--- src/pidl_pkg.sv ---
// Shared types and constants for the positional insert/delete list.
// No dependencies; imported by pidl_cell and positional_insert_delete_list_top.
`default_nettype none

package pidl_pkg;

	localparam int DEPTH = 64;
	localparam int IDX_W = $clog2(DEPTH);
	localparam int CNT_W = $clog2(DEPTH + 1);
	localparam int POS_W = 7;
	localparam int VAL_W = 32;

	localparam logic [1:0] OP_INSERT = 2'd0;
	localparam logic [1:0] OP_REMOVE = 2'd1;
	localparam logic [1:0] OP_READ   = 2'd2;

	localparam logic [1:0] ST_OK    = 2'd0;
	localparam logic [1:0] ST_FULL  = 2'd1;
	localparam logic [1:0] ST_RANGE = 2'd2;

	typedef struct packed {
		logic [1:0]              op;
		logic signed [VAL_W-1:0] value;
		logic [POS_W-1:0]        position;
	} req_t;

	typedef struct packed {
		logic signed [VAL_W-1:0] item_value;
		logic                    is_last;
		logic                    list_empty;
		logic [1:0]              status;
	} rsp_t;

	typedef enum logic [1:0] {
		CMD_HOLD,
		CMD_INSERT,
		CMD_REMOVE,
		CMD_ROTATE
	} cmd_t;

	// Broadcast to every cell of the chain.
	typedef struct packed {
		cmd_t                    cmd;
		logic [IDX_W-1:0]        pidx;      // 0-based target of insert/remove
		logic [IDX_W-1:0]        last_idx;  // last occupied cell during rotate
		logic signed [VAL_W-1:0] ins_value;
	} cell_ctrl_t;

endpackage

`default_nettype wire

--- src/pidl_cell.sv ---
// One storage cell of the list chain: takes from its left or right neighbor,
// from the head cell, or from the insert value. Depends on pidl_pkg.
`default_nettype none

module pidl_cell (
	input  wire logic                             clk,
	input  wire pidl_pkg::cell_ctrl_t             ctrl,
	input  wire logic [pidl_pkg::IDX_W-1:0]       idx,
	input  wire logic signed [pidl_pkg::VAL_W-1:0] prev_value,
	input  wire logic signed [pidl_pkg::VAL_W-1:0] next_value,
	input  wire logic signed [pidl_pkg::VAL_W-1:0] head_value,
	output logic signed [pidl_pkg::VAL_W-1:0]      value_q
);
	import pidl_pkg::*;

	always_ff @(posedge clk) begin
		case (ctrl.cmd)
			CMD_INSERT: begin
				if (idx == ctrl.pidx) begin
					value_q <= ctrl.ins_value;
				end else if (idx > ctrl.pidx) begin
					value_q <= prev_value;
				end
			end
			CMD_REMOVE: begin
				if (idx >= ctrl.pidx) begin
					value_q <= next_value;
				end
			end
			CMD_ROTATE: begin
				// head wraps to the tail of the occupied part
				if (idx == ctrl.last_idx) begin
					value_q <= head_value;
				end else if (idx < ctrl.last_idx) begin
					value_q <= next_value;
				end
			end
			default: begin
			end
		endcase
	end

endmodule

`default_nettype wire
--- config.mk ---
export PLATFORM = sky130hd
export DESIGN_NAME = pidl_cell
export DESIGN_NICKNAME = d
export VERILOG_FILES = /design/src/pidl_pkg.sv /design/src/pidl_cell.sv
export SDC_FILE = /design/constraint.sdc
export NUM_CORES = 1
export LEC_CHECK = 0
export BUFFER_PORTS_ARGS = -buffer_cell sky130_fd_sc_hd__clkbuf_2
export CORE_MARGIN = 5
export CORE_UTILIZATION = 44
export CTS_BUF_LIST = sky130_fd_sc_hd__clkbuf_16
export DETAILED_ROUTE_END_ITERATION = 10
export GPL_TIMING_DRIVEN = 1
export PLACE_DENSITY = 0.86
export SYNTH_ARGS = -nofsm -noshare
export SYNTH_HDL_FRONTEND = slang
export SYNTH_SLANG_ARGS = --single-unit
--- constraint.sdc ---
create_clock -name clk -period 4.5 [get_ports clk]
set_input_delay 0 -clock clk [delete_from_list [all_inputs] [get_ports clk]]
set_output_delay 0 -clock clk [all_outputs]
set_load 0.01 [all_outputs]
==> impl_results.md, run 1 <==
* Final core utilization at 64.94%
* Nets at 561
* Avg Inst Size Synth at 11.29 um^2
* Register area share after synthesis at 38.67%
* WS Path Type: in -> reg
* Power per cell area at 294.1 mW/mm^2
* Row cnt at 27
* Die height at 85.15 um
* Area growth from synthesis to layout at 43.91%
* Full die area at 0.007251 mm^2
* Routability congestion estimate at 0.7910
* Fin crit share at 45.59%
* Clock Sinks at 32
* Overall die width at 85.15 um
* Routed WL per cell at 14.43 um
* CP Launch Type: input pin
* Min-Delay Path Class: in -> reg
* Dpl cells at 464
* Smallest setup slack after layout at 2448 ps
* First DRT Iteration DRCs at 60
* Clk root buf: clkbuf_16
* CP Capture Type: flip-flop
* Pin count of the biggest net entering global routing at 33
* Final Cell Area at 0.003576 mm^2
* Slew of the pin with the lowest slew margin at 1209 ps
* CTS max path bufs at 2
* IO Port Bufs at 180
* Initial antenna violation count at 0
* Peak VDD IR at 199.9 uV
* Vias in the first global route at 2466
* Cell Area, Synth at 0.002485 mm^2
* CP Max Fanout at 32
* Commonest cells after routing, fill and taps aside: clkbuf_2, inv_1, nand2_1
* Minimum clock period at 2052 ps
* Antenna Nets Post-Route at 0
* H-tree levels at 2
* Commonest non-fill, non-tap cell in the layout: clkbuf_2
* Final hold vios at 0
* #FFs+latches synth at 32
* CTS clock-pin slew for the worst setup and hold paths at 50 ps
* GRT Total Usage at 18.73%
* Post-CTS sizing at 0
* Crit path arrival time at 2050 ps
* Layout cells sized above 1 at 56.86%
* End point of the critical path: value_q[0]
* Largest regs: value_q (32)
* TritonCTS clock tree: yes
* TritonCTS Buffers at 5
* Yosys cell types at 23
* Placed cell area at 0.003403 mm^2
* # DRC at 0
* Status: completed
* Core ar. at 0.005507 mm^2
* RSZ-0062 raised after global routing: no
* Max reg flops at 32
* Vias at 2289
* CP startpoint: ctrl[43]
* Initial Util at 45.13%
* FMAX at 487.4 MHz
* Overflow after GRT at 0
* DR vias/cell at 4.839
* Non-Filler Instances at 473
* DP HPWL at 5.640 mm
* Worst EP required at 4500 ps
* Largest Register: value_q
* Max Transition Viols Final at 0
* IO Pins at 181
* 1st-pass router iterations at 4
* Synth warnings at 0
* Hold slack at 11.31 ps
* First-pass GRT wire length at 11.05 mm
* Fin Setup TNS at 0 ps
* Inserted Diodes at 0
* Power, Total at 1.052 mW
* Final setup vio count at 0
* WL final at 6.826 mm
* Mapped Nets at 381
* Relative slew slack at 19.19%
* Cell count after synthesis at 220
* Max-cap viol count at 0
* DP Worst Slack at 2134 ps
* Leak at 1.690 nW
-- power by group --
| group | internal [mW] | leakage (nW) | switching [mW] | total (mW) |
|---|---|---|---|---|
| Sequential | 0.393 | 0.300 | 0.0148 | 0.408 |
| Clock | 0.257 | 0.0789 | 0.116 | 0.373 |
| Combinational | 0.129 | 1.31 | 0.141 | 0.270 |
| Total | 0.779 | 1.69 | 0.272 | 1.05 |
-- worst min-delay path by stage --
stage                   startpoint          end  slack (ps)  cells after the start
finish               head_value[3]   value_q[3]          10                      3
global route        head_value[10]  value_q[10]          10                      3
CTS                  head_value[4]   value_q[4]           4                      3
detailed placement   head_value[4]   value_q[4]         280                      3
global placement    head_value[24]  value_q[24]         280                      3
floorplan           head_value[12]  value_q[12]         190                      2
-- kinds of logic (layout without fill, tap and decap cells) --
logic type | Yosys count | in the layout | synth area share [%]
muxes | 32 | 32 | 12.89
adders and majority gates | 12 | 12 | 6.042
AOI/OAI and AO/OA | 42 | 42 | 22.36
DFF | 32 | 32 | 38.67
xor gates and xnor gates | 1 | 1 | 0.3525
buffers and inverters | 59 | 240 | 11.38
and+or+nand+nor | 42 | 42 | 8.308
-- worst max-delay path, stage by stage --
cell,delay [ps]
clkbuf_2,70
inv_1,30
ha_1,310
nand4_2,150
nor2_4,930
mux2i_1,390
o221ai_2,140
-- layer usage --
| layer | wire length (um) | GRT usage (%) | share of wire, % | vias up |
|---|---|---|---|---|
| li1 | - | - | - | 1159 |
| met1 | 2473 | 20.01 | 36 | 1023 |
| met5 | 0 | 0 | 0 | - |
| met3 | 595 | 5.631 | 8.7 | 4 |
| met4 | 59 | 4.748 | 0.86 | 0 |
| met2 | 3697 | 35.52 | 54 | 103 |
-- synth_stat cells --
| cell | count | area [um^2] |
|---|---|---|
| o211ai_1 | 1 | 7.510 |
| nand4_2 | 1 | 12.51 |
| nand2b_1 | 1 | 6.260 |
| o221ai_2 | 31 | 465.5 |
| inv_1 | 46 | 172.7 |
| ha_1 | 12 | 150.1 |
| a211oi_1 | 1 | 7.510 |
| clkbuf_1 | 2 | 7.510 |
| nor3_4 | 1 | 16.27 |
| nand2_1 | 37 | 138.9 |
| buf_8 | 3 | 45.04 |
| o221ai_1 | 2 | 17.52 |
| xnor2_1 | 1 | 8.760 |
| mux2i_1 | 32 | 320.3 |
| edfxtp_1 | 32 | 960.9 |
| nand4_4 | 1 | 21.27 |
| nor2_4 | 1 | 11.26 |
| a21oi_1 | 5 | 25.02 |
| o31ai_4 | 1 | 21.27 |
| o221a_2 | 1 | 11.26 |
| buf_2 | 4 | 20.02 |
| buf_6 | 3 | 33.78 |
| buf_1 | 1 | 3.750 |
-- area by class of cell --
cell class | count | area [um^2]
inverter | 46 | 172.7
fill | 437 | 1931
sequential | 32 | 960.9
tap | 72 | 90.09
multi-input combinational | 129 | 1241
clock inverter | 3 | 37.54
clock buffer | 5 | 125.1
timing repair buffer | 186 | 948.4
-- what timing repair did --
action	in CTS	in global routing
buffers inserted	0	0
endpoints found under the hold margin	1	0
hold buffers	1	0
setup endpoints to repair	0	0
(Power assumes the default switching activity.)
==> run 2: changes to the inputs <==
--- a/config.mk
+++ b/config.mk
@@ -5,13 +5,14 @@
 export SDC_FILE = /design/constraint.sdc
 export NUM_CORES = 1
 export LEC_CHECK = 0
+export ABC_AREA = 1
 export BUFFER_PORTS_ARGS = -buffer_cell sky130_fd_sc_hd__clkbuf_2
 export CORE_MARGIN = 5
-export CORE_UTILIZATION = 44
+export CORE_UTILIZATION = 43
 export CTS_BUF_LIST = sky130_fd_sc_hd__clkbuf_16
 export DETAILED_ROUTE_END_ITERATION = 10
 export GPL_TIMING_DRIVEN = 1
-export PLACE_DENSITY = 0.86
+export PLACE_DENSITY = 0.82
 export SYNTH_ARGS = -nofsm -noshare
 export SYNTH_HDL_FRONTEND = slang
 export SYNTH_SLANG_ARGS = --single-unit
==> constraint.sdc (replaced) <==
create_clock -name clk -period 2 [get_ports clk]
set_input_delay 0 -clock clk [delete_from_list [all_inputs] [get_ports clk]]
set_output_delay 0 -clock clk [all_outputs]
set_load 0.01 [all_outputs]
==> run 2 against run 1 <==
Compared with the run above: core utilization decreased by 3.1 points; clock power increased by 82%; critical path depth increased by 3; sequential share of layout area shrank 0.92 points; global-route usage rose by 2.5 points; count of clock-buffer cells in the layout did not move; synthesized area rose by 7.7%; non-clock buffer count grew 2; first-iteration DRC count rose to 3.2 times the previous value; largest power group unchanged.
==> impl_results.md, run 2 <==
* Synth Area in XOR/XNOR at 0% (-0.35 points)
* Fin Setup TNS at 0 ps (unchanged)
* #FFs+latches synth at 32 (unchanged)
* Cell Area, Synth at 0.002676 mm^2 (+7.7%)
* H-tree levels at 2 (unchanged)
* First DRT Iteration DRCs at 192 (+220%)
* Max Transition Viols Final at 0 (unchanged)
* CP Launch Type: input pin
* Vias at 3121 (+36%)
* FMAX at 696.6 MHz
* Fin crit share at 71.78%
* Initial Util at 44.67% (-0.45 points)
* Commonest non-fill, non-tap cell in the layout: clkbuf_2
* Cell count after synthesis at 382 (+74%)
* Worst Hold Launch: head_value[1]
* Full die area at 0.007901 mm^2 (+9.0%)
* Primary FF master, synth: edfxtp_1
* Initial antenna violation count at 0 (unchanged)
* Power, Total at 2.234 mW (+110%)
* Overflow after GRT at 0 (unchanged)
* First-pass GRT wire length at 13.27 mm (+20%)
* Layout cells sized above 1 at 36.22% (-21 points)
* CTS clock-pin slew for the worst setup and hold paths at 50 ps (about the same)
* GRT Total Usage at 21.22% (+2.5 points)
* Antenna Nets Post-Route at 0 (unchanged)
* Power per cell area at 603.5 mW/mm^2 (+110%)
* Crit path arrival time at 1380 ps (-670 ps)
* # DRC at 0 (unchanged)
* Largest Register: value_q
* TritonCTS clock tree: yes
* Worst EP required at 1940 ps (-2560 ps)
* CTS max path bufs at 2 (unchanged)
* Synth warnings at 0 (unchanged)
* Pin count of the biggest net entering global routing at 33 (unchanged)
* Post-Synth Simple-Gate Area at 39.50% (+31 points)
* Overall die width at 88.89 um (+4.4%)
* Core ar. at 0.005991 mm^2 (+8.8%)
* Postcts setup bufs at 0 (unchanged)
* Most common cell in the netlist: nand3_1
* Post-synth EDFFs at 32 (unchanged)
* FILL cells at 571 (+31%)
* Compound-Gate Fraction of Synth Area at 0.4675% (-22 points)
* Max-cap viol count at 0 (unchanged)
* Min-Delay Path Class: in -> reg
* Clk root buf: clkbuf_16
* Relative slew slack at 29.31% (+10 points)
* Mux cell area share after synthesis at 0% (-13 points)
* Vias in the first global route at 2993 (+21%)
* Slew of the pin with the lowest slew margin at 1059 ps (-150.1 ps)
* Smallest setup slack after layout at 564.5 ps (-1884 ps)
* Routability congestion estimate at 0.8426 (+6.5%)
* Post-CTS Hold Fix Bufs at 0 (-1)
* Row cnt at 28 (+3.7%)
* Top cell type's share of synthesized area at 35.90% (-2.8 points)
* Register area share after synthesis at 35.90% (-2.8 points)
* IO Port Bufs at 180 (unchanged)
* Async S/R FF share, synth at 0% (unchanged)
* Peak VDD IR at 414.2 uV (+110%)
* Commonest cells after routing, fill and taps aside: clkbuf_2, nand3_1, inv_1
* Largest regs: value_q (32)
* 1st-pass router iterations at 4 (unchanged)
* Yosys cell types at 19 (-17%)
* Max reg flops at 32 (unchanged)
* Die height at 88.89 um (+4.4%)
* Final hold vios at 0 (unchanged)
* Inserted Diodes at 0 (unchanged)
* DP Worst Slack at 266.2 ps (-1867 ps)
* Avg Inst Size Synth at 7.006 um^2 (-38%)
* Yosys top cell by area: edfxtp_1
* IO Pins at 181 (unchanged)
* Post-CTS sizing at 0 (unchanged)
* Status: completed
* Area growth from synthesis to layout at 38.34%
* Final setup vio count at 0 (unchanged)
* CP startpoint: ctrl[43]
* Routed WL per cell at 13.44 um (-6.9%)
* Most frequent cells after synthesis: nand3_1, inv_1, nand2_1
* Clock Sinks at 32 (unchanged)
* CP Capture Type: flip-flop
* DR vias/cell at 4.954 (+2.4%)
* RSZ-0062 raised after global routing: no
* Synth Area in Adders at 5.610% (-0.43 points)
* TritonCTS Buffers at 5 (unchanged)
* Mapped Nets at 543 (+43%)
* Leak at 2.225 nW (+32%)
* Minimum clock period at 1436 ps
* Nets at 716 (+28%)
* CP Max Fanout at 22 (-31%)
* WS Path Type: in -> reg
* Largest family of logic cells by synthesized area: simple AND/OR/NAND/NOR gates
* WL final at 8.467 mm (+24%)
* Top cells by area, synth: edfxtp_1, nand3_1, inv_1, nand2_1, ha_1
* DP HPWL at 6.706 mm (+19%)
-- run 2: cell count changes after synthesis, sizes merged, moves of 11 or more --
cell / before / now
mux2i: 32 / 0
nand2: 37 / 86
inv: 46 / 89
o221ai: 33 / 0
nand3: 0 / 132
buf: 11 / 22
-- run 2: power by group --
| group | total [mW] | internal [mW] | switching (mW) | leakage (nW) |
|---|---|---|---|---|
| Clock | 0.677 | 0.443 | 0.234 | 0.0648 |
| Sequential | 0.919 | 0.885 | 0.0338 | 0.302 |
| Combinational | 0.638 | 0.277 | 0.362 | 1.86 |
| Total | 2.23 | 1.60 | 0.629 | 2.22 |
-- run 2: final cells by class --
type,instances,area [um^2],share of cell area (%)
inverter,89,334.1,9.023
multi-input combinational,239,1220,32.95
clock buffer,5,125.1,3.380
timing repair buffer,188,960.9,25.95
tap,75,93.84,2.535
clock inverter,2,7.507,0.2028
sequential,32,960.9,25.95
-- run 2: final timing paths --
| path | endpoint | slack (ps) | cells after the start |
|---|---|---|---|
| worst max-delay path | value_q[14] | 560 | 10 |
| worst min-delay path | value_q[1] | 30 | 3 |
-- run 2: logic make-up (layout without fill, tap and decap cells) --
kind of cell	Yosys count	after routing
flip-flops	32	32
AO/OA/AOI/OAI	2	2
adder cells (fa/ha/maj)	12	12
AND/OR/NAND/NOR	225	225
buffers and inverters	111	284
-- run 2: metal layers --
| layer | GRT usage, % | routed length [um] | part of all wire, % |
|---|---|---|---|
| met1 | 27.56 | 3288 | 39 |
| met4 | 5.907 | 140 | 1.7 |
| met5 | 0 | 0 | 0 |
| met3 | 3.502 | 859 | 10 |
| met2 | 36.50 | 4178 | 49 |
-- run 2: per-stage QoR --
step	cells	cell area (um^2)	utilization (%)	hold WS, ps
floorplan	382	2676	-	202.7
global placement	623	3570	59.59	291.5
detailed placement	623	3570	59.59	298.6
CTS	630	3702	61.80	22.89
global route	630	3702	61.80	31.74
finish	630	3702	61.80	26.70
-- run 2: critical path, cell delays in order --
cell and delay (ps):
clkbuf_2 80, inv_1 30, ha_1 300, nand2_2 100
nor2_8 290, nand2_1 90, nand2_1 70, nand2_1 40
nand2_1 80, buf_4 290
==> run 3: changes to the inputs <==
==> constraint.sdc (replaced) <==
create_clock -name clk -period 1.4 [get_ports clk]
set_input_delay 0 -clock clk [delete_from_list [all_inputs] [get_ports clk]]
set_output_delay 0 -clock clk [all_outputs]
set_load 0.01 [all_outputs]
==> run 3 against run 2 <==
Compared with the run above: routed wire length up 5.7%; clock power up 77%; total power up 56%; via count down 0.58%; die area unchanged; core utilization up 2.4 points; critical path depth down 1; setup slack worse by 450 ps; critical path type unchanged; highest routed layer unchanged.
==> impl_results.md, run 3 (synthesized netlist as in run 2, its figures left out) <==
* Vias in the first global route at 3082 (+3.0%)
* 1st-pass router iterations at 5 (+1)
* Reg power frac at 37.8% (-3.3 points)
* H-tree levels at 2 (unchanged)
* CP Max Fanout at 18 (-18%)
* Area growth from synthesis to layout at 43.67%
* Status: completed
* Fin crit share at 91.59%
* End point of the critical path: value_q[29]
* CP Launch Type: input pin
* TritonCTS Buffers at 5 (unchanged)
* Gr busiest metal: met2
* Initial antenna violation count at 0 (unchanged)
* Max-cap viol count at 0 (unchanged)
* CTS clock-pin slew for the worst setup and hold paths at 50 ps (about the same)
* Overall die width at 88.89 um (unchanged)
* Dpl cells at 630 (+1.1%)
* CP Capture Type: flip-flop
* Vias at 3103 (-0.58%)
* CP startpoint: ctrl[43]
* Relative slew slack at 78.60% (+49 points)
* Clk root buf: clkbuf_16
* TritonCTS clock tree: yes
* GRT Total Usage at 22.97% (+1.7 points)
* FMAX at 779.9 MHz
* DR vias/cell at 4.864 (-1.8%)
* Worst EP required at 1410 ps (-530 ps)
* Clock power share at 34.4% (+4.1 points)
* First-pass GRT wire length at 14.04 mm (+5.8%)
* Net switching power at 0.9595 mW (+52%)
* Layout cells sized above 1 at 37.30% (+1.1 points)
* Routability congestion estimate at 0.9128 (+8.3%)
* Core ar. at 0.005991 mm^2 (unchanged)
* Slew of the pin with the lowest slew margin at 321.0 ps (-738.1 ps)
* Row cnt at 28 (unchanged)
* DP Worst Slack at -148.6 ps (-414.7 ps)
* Pin count of the biggest net entering global routing at 33 (unchanged)
* Area taken by multi-input logic gates at 0.001227 mm^2 (+0.62%)
* Inserted Diodes at 0 (unchanged)
* DP HPWL at 7.158 mm (+6.7%)
* RSZ-0062 raised after global routing: no
* Storage element area at 960.9 um^2 (unchanged)
* # DRC at 0 (unchanged)
* Overflow after GRT at 0 (unchanged)
* Commonest cells after routing, fill and taps aside: clkbuf_2, nand3_1, inv_1
* Antenna Nets Post-Route at 0 (unchanged)
* Routed WL per cell at 14.03 um (+4.4%)
* IO Port Bufs at 180 (unchanged)
* Die height at 88.89 um (unchanged)
* Met3 usage in global routing at 4.516% (+1.0 points)
* Switching share of power at 27.56% (-0.60 points)
* First DRT Iteration DRCs at 251 (+31%)
* Clock Sinks at 32 (unchanged)
* Initial Util at 44.67% (unchanged)
* WL final at 8.951 mm (+5.7%)
* Largest Register: value_q
* Power per cell area at 905.4 mW/mm^2 (+50%)
* Largest regs: value_q (32)
* Min-Delay Path Class: in -> reg
* Leak at 2.293 nW (+3.1%)
* IO Pins at 181 (unchanged)
* Nets at 723 (+0.98%)
* Internal Power at 2.522 mW (+57%)
* Peak VDD IR at 763.7 uV (+84%)
* Post-CTS Hold Fix Bufs at 0 (unchanged)
* Full die area at 0.007901 mm^2 (unchanged)
* Commonest non-fill, non-tap cell in the layout: clkbuf_2
* FILL cells at 542 (-5.1%)
* Max reg flops at 32 (unchanged)
* Crit path arrival time at 1290 ps (-90 ps)
* Met1 Usage GRT at 26.71% (-0.84 points)
* Combinational Power Share at 27.8% (-0.8 points)
* CTS max path bufs at 2 (unchanged)
* GR Util met2 at 42.91% (+6.4 points)
* Final setup vio count at 0 (unchanged)
* Max Transition Viols Final at 0 (unchanged)
* Non-Filler Instances at 638 (+1.3%)
* Minimum clock period at 1282 ps
* Smallest setup slack after layout at 117.7 ps (-446.7 ps)
* Final hold vios at 0 (unchanged)
* Power, Total at 3.481 mW (+56%)
* WS Path Type: in -> reg
==> run 3: changes by cell type in the layout (fill, tap and decap cells not counted), sizes merged <==
cell | previous run | this run
buf | 8 | 15
bufinv | 0 | 1
==> run 3: worst max-delay path, stage by stage <==
cell	delay [ps]
clkbuf_2	70
inv_1	30
ha_1	310
nand2_2	110
nor2_8	190
buf_4	270
nand3_1	110
nand3_1	110
nand3_1	90
==> run 3: final cells by class <==
cell class,count,area share [%]
multi-input cells,239,31.92
clock inverters,3,0.9762
clock buffers,5,3.254
well taps,75,2.441
flip-flops and latches,32,24.99
repair buffers,195,27.66
inverters,89,8.754
==> run 3: what timing repair did <==
action / 4_1_cts / 5_1_grt
resized for setup: 0 / 2
setup endpoints to repair: 0 / 1
buffers inserted: 0 / 0
==> run 3: per-stage QoR <==
stage	util, %	TNS, ps	instance area (um^2)	hold WS, ps
after floorplan	-	0	2684	202.7
final	64.18	0	3845	22.14
after detailed placement	61.42	-6124	3680	297.6
after CTS	64.14	0	3842	16.73
after global routing	64.18	0	3845	28.25
after global placement	61.42	-3318	3680	293.0
==> run 3: routing by layer <==
metal  part of all wire [%]  vias up  wire (um)
li1                       -     1581          -
met5                      0        -          0
met1                     37     1354       3292
met2                     52      162       4678
met3                     10        6        908
met4                   0.80        0         72
==> run 3: worst min path at each step <==
stage | slack (ps) | from | cells after the start | end
final | 20 | head_value[21] | 3 | value_q[21]
after global routing | 30 | head_value[30] | 3 | value_q[30]
after CTS | 20 | head_value[6] | 3 | value_q[6]
after detailed placement | 300 | head_value[6] | 3 | value_q[6]
after global placement | 290 | head_value[1] | 3 | value_q[1]
after floorplan | 200 | head_value[0] | 2 | value_q[0]
==> run 3: power by group through the flow <==
stage / sequential [mW] / combinational, mW / clock [mW]
2_1_floorplan: 1.42 / 0.367 / 0
3_3_place_gp: 1.33 / 0.950 / 0
3_5_place_dp: 1.33 / 0.967 / 0
4_1_cts: 1.32 / 0.974 / 1.22
5_1_grt: 1.33 / 1.07 / 1.27
6_report: 1.32 / 0.967 / 1.20
